`config.mk`:
```
export PLATFORM = sky130hd
export DESIGN_NAME = chd_ctrl
export DESIGN_NICKNAME = d
export VERILOG_FILES = /design/src/rtl/chd_pkg.sv /design/src/rtl/chd_ctrl.sv
export VERILOG_INCLUDE_DIRS = /design/src /design/src/rtl
export SDC_FILE = /design/constraint.sdc
export NUM_CORES = 1
export LEC_CHECK = 0
export BUFFER_PORTS_ARGS = -buffer_cell sky130_fd_sc_hd__buf_4
export CAP_MARGIN = 20
export CORE_MARGIN = 3
export CORE_UTILIZATION = 30
export DETAILED_ROUTE_END_ITERATION = 7
export GPL_TIMING_DRIVEN = 0
export PLACE_DENSITY = 0.64
export RECOVER_POWER = 100
export SYNTH_ARGS = -nofsm -noshare
export SYNTH_HDL_FRONTEND = slang
export SYNTH_SLANG_ARGS = --single-unit
```
`constraint.sdc`:
```
create_clock -name clk -period 1.4 [get_ports clk]
set_input_delay 0.14 -clock clk [delete_from_list [all_inputs] [get_ports clk]]
set_output_delay 0.14 -clock clk [all_outputs]
set_load 0.01 [all_outputs]
```
`src/rtl/chained_hash_table_with_doubling_macros.svh`:
```
// ----------------------------------------------------------------------------
// Assertion macros for the chained hash table
// Shared helpers that wrap concurrent assertions with clock and reset.
// ----------------------------------------------------------------------------
`ifndef CHAINED_HASH_TABLE_WITH_DOUBLING_MACROS_SVH
`define CHAINED_HASH_TABLE_WITH_DOUBLING_MACROS_SVH

// Same-cycle implication, disabled during reset.
`define CHD_ASSERT_IMP(lbl, clk, rst, ante, cons, msg) \
  lbl: assert property (@(posedge clk) disable iff (rst) (ante) |-> (cons)) \
    else $error(msg);

// Next-cycle implication, disabled during reset.
`define CHD_ASSERT_NXT(lbl, clk, rst, ante, cons, msg) \
  lbl: assert property (@(posedge clk) disable iff (rst) (ante) |=> (cons)) \
    else $error(msg);

`endif

```
`src/rtl/chd_pkg.sv`:
```
// ----------------------------------------------------------------------------
// chd_pkg
// Shared constants, codes and controller/datapath types.
// ----------------------------------------------------------------------------
package chd_pkg;

  localparam int DEF_MAX_SLOTS   = 2048;
  localparam int DEF_BUCKET_WAYS = 3;
  localparam int DEF_KEY_BITS    = 24;
  localparam int DEF_HANDLE_BITS = 16;
  localparam int RESET_SLOTS     = 101;
  localparam int CFG_W           = 12;
  localparam int STATUS_W        = 3;

  localparam logic FUNC_INSERT = 1'b0;
  localparam logic FUNC_DELETE = 1'b1;

  typedef enum logic [STATUS_W-1:0] {
    ST_INSERTED = 3'd0,
    ST_DOUBLED  = 3'd1,
    ST_REFUSED  = 3'd2,
    ST_DELETED  = 3'd3,
    ST_NOTFOUND = 3'd4
  } status_t;

  typedef enum logic [3:0] {
    S_CLEAR,
    S_IDLE,
    S_MOD,
    S_RD,
    S_OP,
    S_CHK,
    S_COPY_RD,
    S_COPY_WR,
    S_WALK_RD,
    S_WALK_LD,
    S_WALK_SEL,
    S_WALK_MOD,
    S_WALK_PRD,
    S_WALK_PL,
    S_WALK_NXT,
    S_DONE
  } state_t;

  typedef enum logic [2:0] {
    WR_NONE,
    WR_ZERO,
    WR_INSERT,
    WR_DELETE,
    WR_WALK
  } wr_op_t;

  typedef enum logic {
    RD_TGT,
    RD_ROW
  } rd_sel_t;

  typedef struct packed {
    logic    accept;
    logic    cfg_take;
    logic    mod_start;
    logic    mod_walk;
    logic    tgt_load;
    logic    bkt_load;
    rd_sel_t rd_sel;
    wr_op_t  wr_op;
    logic    scr_wr;
    logic    walk_load;
    logic    k_clr;
    logic    k_inc;
    logic    row_clr;
    logic    row_inc;
    logic    dbl;
    logic    status_set;
    status_t status_code;
    logic    out_load;
  } ctrl_cmd_t;

  typedef struct packed {
    logic func;
    logic mod_done;
    logic del_hit;
    logic overfull_nz;
    logic grow_ok;
    logic row_last_all;
    logic row_last_cur;
    logic row_last_half;
    logic k_last;
    logic walk_valid;
    logic out_busy;
    logic out_take;
  } dp_stat_t;

endpackage

```
`src/rtl/chd_ctrl.sv`:
```
// ----------------------------------------------------------------------------
// chd_ctrl
// Controller state machine: request sequencing, clearing pass and rehash.
// ----------------------------------------------------------------------------
`include "chained_hash_table_with_doubling_macros.svh"

module chd_ctrl (
  input  logic               clk,
  input  logic               rst,
  input  logic               req_valid,
  input  logic               cfg_valid,
  output logic               req_ready,
  output logic               cfg_ready,
  input  chd_pkg::dp_stat_t  st,
  output chd_pkg::ctrl_cmd_t cmd
);

  chd_pkg::state_t state;
  chd_pkg::state_t state_next;

  always_ff @(posedge clk) begin
    if (rst) begin
      state <= chd_pkg::S_CLEAR;
    end else begin
      state <= state_next;
    end
  end

  always_comb begin
    state_next = state;
    case (state)
      chd_pkg::S_CLEAR: begin
        if (st.row_last_all) state_next = chd_pkg::S_IDLE;
      end
      chd_pkg::S_IDLE: begin
        if (cfg_valid) begin
          state_next = chd_pkg::S_CLEAR;
        end else if (req_valid) begin
          state_next = chd_pkg::S_MOD;
        end
      end
      chd_pkg::S_MOD: begin
        if (st.mod_done) state_next = chd_pkg::S_RD;
      end
      chd_pkg::S_RD: state_next = chd_pkg::S_OP;
      chd_pkg::S_OP: state_next = chd_pkg::S_CHK;
      chd_pkg::S_CHK: begin
        if (st.func == chd_pkg::FUNC_INSERT && st.overfull_nz && st.grow_ok) begin
          state_next = chd_pkg::S_COPY_RD;
        end else begin
          state_next = chd_pkg::S_DONE;
        end
      end
      chd_pkg::S_COPY_RD: state_next = chd_pkg::S_COPY_WR;
      chd_pkg::S_COPY_WR: begin
        state_next = st.row_last_cur ? chd_pkg::S_WALK_RD : chd_pkg::S_COPY_RD;
      end
      chd_pkg::S_WALK_RD: state_next = chd_pkg::S_WALK_LD;
      chd_pkg::S_WALK_LD: state_next = chd_pkg::S_WALK_SEL;
      chd_pkg::S_WALK_SEL: begin
        state_next = st.walk_valid ? chd_pkg::S_WALK_MOD : chd_pkg::S_WALK_NXT;
      end
      chd_pkg::S_WALK_MOD: begin
        if (st.mod_done) state_next = chd_pkg::S_WALK_PRD;
      end
      chd_pkg::S_WALK_PRD: state_next = chd_pkg::S_WALK_PL;
      chd_pkg::S_WALK_PL:  state_next = chd_pkg::S_WALK_NXT;
      chd_pkg::S_WALK_NXT: begin
        if (!st.k_last) begin
          state_next = chd_pkg::S_WALK_SEL;
        end else if (st.row_last_half) begin
          state_next = chd_pkg::S_DONE;
        end else begin
          state_next = chd_pkg::S_WALK_RD;
        end
      end
      chd_pkg::S_DONE: begin
        if (!st.out_busy || st.out_take) state_next = chd_pkg::S_IDLE;
      end
      default: state_next = chd_pkg::S_CLEAR;
    endcase
  end

  always_comb begin
    cmd             = '0;
    cmd.rd_sel      = chd_pkg::RD_TGT;
    cmd.wr_op       = chd_pkg::WR_NONE;
    cmd.status_code = chd_pkg::ST_INSERTED;
    req_ready       = 1'b0;
    cfg_ready       = 1'b0;
    case (state)
      chd_pkg::S_CLEAR: begin
        cmd.rd_sel = chd_pkg::RD_ROW;
        cmd.wr_op  = chd_pkg::WR_ZERO;
        if (st.row_last_all) begin
          cmd.row_clr = 1'b1;
        end else begin
          cmd.row_inc = 1'b1;
        end
      end
      chd_pkg::S_IDLE: begin
        cfg_ready = 1'b1;
        req_ready = !cfg_valid;
        if (cfg_valid) begin
          cmd.cfg_take = 1'b1;
          cmd.row_clr  = 1'b1;
        end else if (req_valid) begin
          cmd.accept    = 1'b1;
          cmd.mod_start = 1'b1;
        end
      end
      chd_pkg::S_MOD: begin
        if (st.mod_done) begin
          cmd.tgt_load = 1'b1;
          cmd.bkt_load = 1'b1;
        end
      end
      chd_pkg::S_OP: begin
        if (st.func == chd_pkg::FUNC_DELETE) begin
          cmd.wr_op       = chd_pkg::WR_DELETE;
          cmd.status_set  = 1'b1;
          cmd.status_code = st.del_hit ? chd_pkg::ST_DELETED : chd_pkg::ST_NOTFOUND;
        end else begin
          cmd.wr_op = chd_pkg::WR_INSERT;
        end
      end
      chd_pkg::S_CHK: begin
        if (st.func == chd_pkg::FUNC_INSERT) begin
          if (!st.overfull_nz) begin
            cmd.status_set  = 1'b1;
            cmd.status_code = chd_pkg::ST_INSERTED;
          end else if (st.grow_ok) begin
            cmd.row_clr = 1'b1;
          end else begin
            cmd.status_set  = 1'b1;
            cmd.status_code = chd_pkg::ST_REFUSED;
          end
        end
      end
      chd_pkg::S_COPY_RD: cmd.rd_sel = chd_pkg::RD_ROW;
      chd_pkg::S_COPY_WR: begin
        cmd.rd_sel = chd_pkg::RD_ROW;
        cmd.wr_op  = chd_pkg::WR_ZERO;
        cmd.scr_wr = 1'b1;
        if (st.row_last_cur) begin
          cmd.dbl     = 1'b1;
          cmd.row_clr = 1'b1;
        end else begin
          cmd.row_inc = 1'b1;
        end
      end
      chd_pkg::S_WALK_LD: begin
        cmd.walk_load = 1'b1;
        cmd.k_clr     = 1'b1;
      end
      chd_pkg::S_WALK_SEL: begin
        if (st.walk_valid) begin
          cmd.mod_start = 1'b1;
          cmd.mod_walk  = 1'b1;
        end
      end
      chd_pkg::S_WALK_MOD: begin
        cmd.mod_walk = 1'b1;
        if (st.mod_done) cmd.tgt_load = 1'b1;
      end
      chd_pkg::S_WALK_PL: begin
        cmd.mod_walk = 1'b1;
        cmd.wr_op    = chd_pkg::WR_WALK;
      end
      chd_pkg::S_WALK_NXT: begin
        if (!st.k_last) begin
          cmd.k_inc = 1'b1;
        end else if (st.row_last_half) begin
          cmd.row_clr     = 1'b1;
          cmd.status_set  = 1'b1;
          cmd.status_code = chd_pkg::ST_DOUBLED;
        end else begin
          cmd.row_inc = 1'b1;
        end
      end
      chd_pkg::S_DONE: begin
        if (!st.out_busy || st.out_take) cmd.out_load = 1'b1;
      end
      default: begin
      end
    endcase
  end

  `CHD_ASSERT_IMP(a_mod_done_waited, clk, rst, st.mod_done, (state == chd_pkg::S_MOD || state == chd_pkg::S_WALK_MOD), "remainder finished outside a wait state")
  `CHD_ASSERT_NXT(a_dbl_to_walk, clk, rst, cmd.dbl, state == chd_pkg::S_WALK_RD, "doubling not followed by the rehash walk")
  `CHD_ASSERT_IMP(a_copy_needs_room, clk, rst, state == chd_pkg::S_COPY_WR, st.grow_ok && st.func == chd_pkg::FUNC_INSERT, "table copy started without room to grow")

endmodule

```
==> results.md <==
- Crit path time final: 1.75 ns
- Register with the most flip-flops: state
- Max Fclk: ~570 MHz
- Yosys top cell area share: 0.104
- Largest net degree at the start of global routing: 11
- Antenna-violating nets left: 0
- Clock Skews: roughly 0.0034 ns
- Crit-path slowest cell: or4b_4
- CTS Buffer Depth: 2
- Die Y: 56.6 um
- Area grow syn2layout: 128%
- Critical Path RT: 1.26 ns
- DRC viols: 0
- # diodes: 0
- Pwr Density: between 500 and 600 mW/mm2
- Worst Max-Slew Pin Slew: 0.299 ns
- Vias in the first global route: 1,142
- Netlist Area Pre-Place: about 770 um2
- Max cap viols: 0
- Startpoint Class: register
- First-pass DRT Iterations: 4
- DP HPWL: 2070 um
- Critical path fanouts, max: 4
- Violated checks: negative setup slack
- Max reg flops: 4
- Synth top area cells: dfxtp_1 10%, nor2_1 8.8%, a21oi_1 7.8%, nand2_1 5.9%, nor3_1 5.2%
- Setup crit end kind: primary output
- Final net count: roughly 210
- Synth unique cells: 44
- Starting Density: 0.332
- WHS: 0.0939 ns
- Total length of routed wires: 4130 um
- GRT Overall Usage: 0.198
- Via count: 1,319
- Clk slew on worst S/H paths: 0.04 ns
- Slew Limit Fails: 0
- Dpl ws: -0.226 ns
- Slew HR: 0.799
- Crit path arrival time: ~1.6 ns
- Fin. Hold Viols: 0
- Hold Crit Depth: 2
- Crit-path cells: buf_6 > or4b_4 > nor2_4 > and2_4 > a41o_1 > buf_4
- Final Wtd Congestion: 0.891
- Most common cell after layout, fill and taps aside: buf_4
- Status: finished with violations
- Yosys warns: 0
- Worst Reg2Reg Path Length in Cells: 6
- Hold Path Class: in -> reg
- DIE AREA: approximately 0.0032 mm2
- Synth Net Count: 138
- H-tree levels: 1
- Max IR drop VDD: 0.628 mV
- Top flop regs: state x4
- Total core area: 0.00232 mm2
- Initial antenna violation count: 0
- Final WS setup: -0.353 ns
- Seq/Total Area, Yosys: 0.104
- Crit Path Category: reg -> out
- Final setup fails: 25
- CTS Buf Count: 3
- RSZ-0062 raised after global routing: true
- Clock net sink count: 4
- IO Pins: 40
- CTS tree: yes
- Routed vias/inst: about 5.9
- Syn Area/Cell: between 6 and 7 um2
- CTS root buf: clkbuf_4
- WL/cell: 18.5 um
- First-pass GRT wire length: 5180 um
- Slowest Stage Delay on Critical Path: 0.49 ns
- PortBufs: 39
- Mapped Cells: 122
- Initial drt markers: 91
- Synth area leader: dfxtp_1
- #FFs+latches synth: 4
- # rows: 17
- Leak: 0.000776 uW
- Clock latency on the worst-skew pair: 0.23 ns
- Period utilization: 1.25
- Most frequent cells in the layout: 52 x buf_4, 22 x buf_6, 12 x nor2_1
- Die W: 56.6 um
- Grt total ovfl: 0
- Share of cells above drive strength 1: 0.682
- Post-layout util: 0.758
critical path, delay by kind of cell, from the launching register on:
kind                   cells  cell delay (ns)
buffers and inverters      2             0.23
and+or+nand+nor            3             0.73
AOI/OAI and AO/OA          1             0.09
DFF                        1             0.33
synthesized netlist by cell type:
master     instances
nor2_1            18
a21oi_1           12
nand2_1           12
nor3_1             8
inv_1              7
and2_1             5
dfxtp_1            4
o21ai_0            4
a31oi_1            3
buf_2              3
buf_4              3
clkbuf_1           3
nor2b_1            3
a211o_1            2
and3_1             2
buf_6              2
nand3_1            2
nand4_1            2
o22ai_1            2
a211oi_1           1
a221oi_2           1
a22oi_1            1
a32o_1             1
a32oi_1            1
a41o_1             1
nand2b_1           1
nand3b_1           1
nor3_2             1
nor3b_1            1
nor4_1             1
nor4b_1            1
o211ai_1           1
o21a_1             1
o21ai_1            1
o2bb2ai_1          1
o31ai_1            1
o32a_1             1
o32ai_2            1
or2_1              1
or3_1              1
or3b_4             1
or4_1              1
or4b_1             1
xor2_2             1
final timing paths:
kind         slack [ns]                    end                  start
max reg2reg       -0.29  state[0]$_SDFFE_PP0P_  state[0]$_SDFFE_PP0P_
min reg2reg        0.78  state[1]$_SDFFE_PP0P_  state[2]$_SDFFE_PP0P_
min                0.09  state[1]$_SDFFE_PP0P_                    rst
max               -0.35                cmd[19]  state[0]$_SDFFE_PP0P_
stage by stage:
stage                     std cells  instance area, um2  power [uW]  TNS (ns)
after floorplan                 122                 797         407    -0.367
after global placement          189                1120         567     -2.57
after detailed placement        189                1120         570     -2.91
after CTS                       208                1420         832     -5.79
after global routing            223                1760        1100     -7.24
final                           223                1760        1040     -5.30
area by class of cell:
cell class / instances / area (um2)
clock buffers: 3 / 22.5
inverters: 7 / 36.3
flip-flops and latches: 4 / 90.1
multi-input cells: 100 / 813
plain buffers: 9 / 128
fillers: 141 / 561
repair buffers: 72 / 633
well taps: 28 / 35.0
metal layers:
layer / up-vias / share of wire / track usage
li1: 588 / - / -
met2: 94 / 0.51 / 0.355
met4: 0 / 0.042 / 0.0746
met1: 614 / 0.36 / 0.234
met3: 23 / 0.080 / 0.0299
met5: - / 0 / 0
report_power, final:
part	total, uW	switching (uW)	internal (uW)
Sequential	133	10.6	122
Combinational	765	364	401
Clock	142	45.8	95.8
timing repair:
| action | in CTS | in global routing |
|---|---|---|
| resized for setup | 38 | 62 |
| hold endpoints to repair | 0 | 0 |
| buffers inserted | 17 | 16 |
| hold buffers | 0 | 0 |
| gates cloned | 0 | 1 |
| endpoints found under the setup margin | 27 | 27 |
| pin swaps | 5 | 25 |
cell families after synthesis:
| logic type | synth area share |
|---|---|
| AND/OR/NAND/NOR | 0.423 |
| AO/OA/AOI/OAI | 0.325 |
| buffers and inverters | 0.127 |
| flip-flops | 0.104 |
| XOR/XNOR | 0.0211 |
Power figures use the tool's default switching activity.
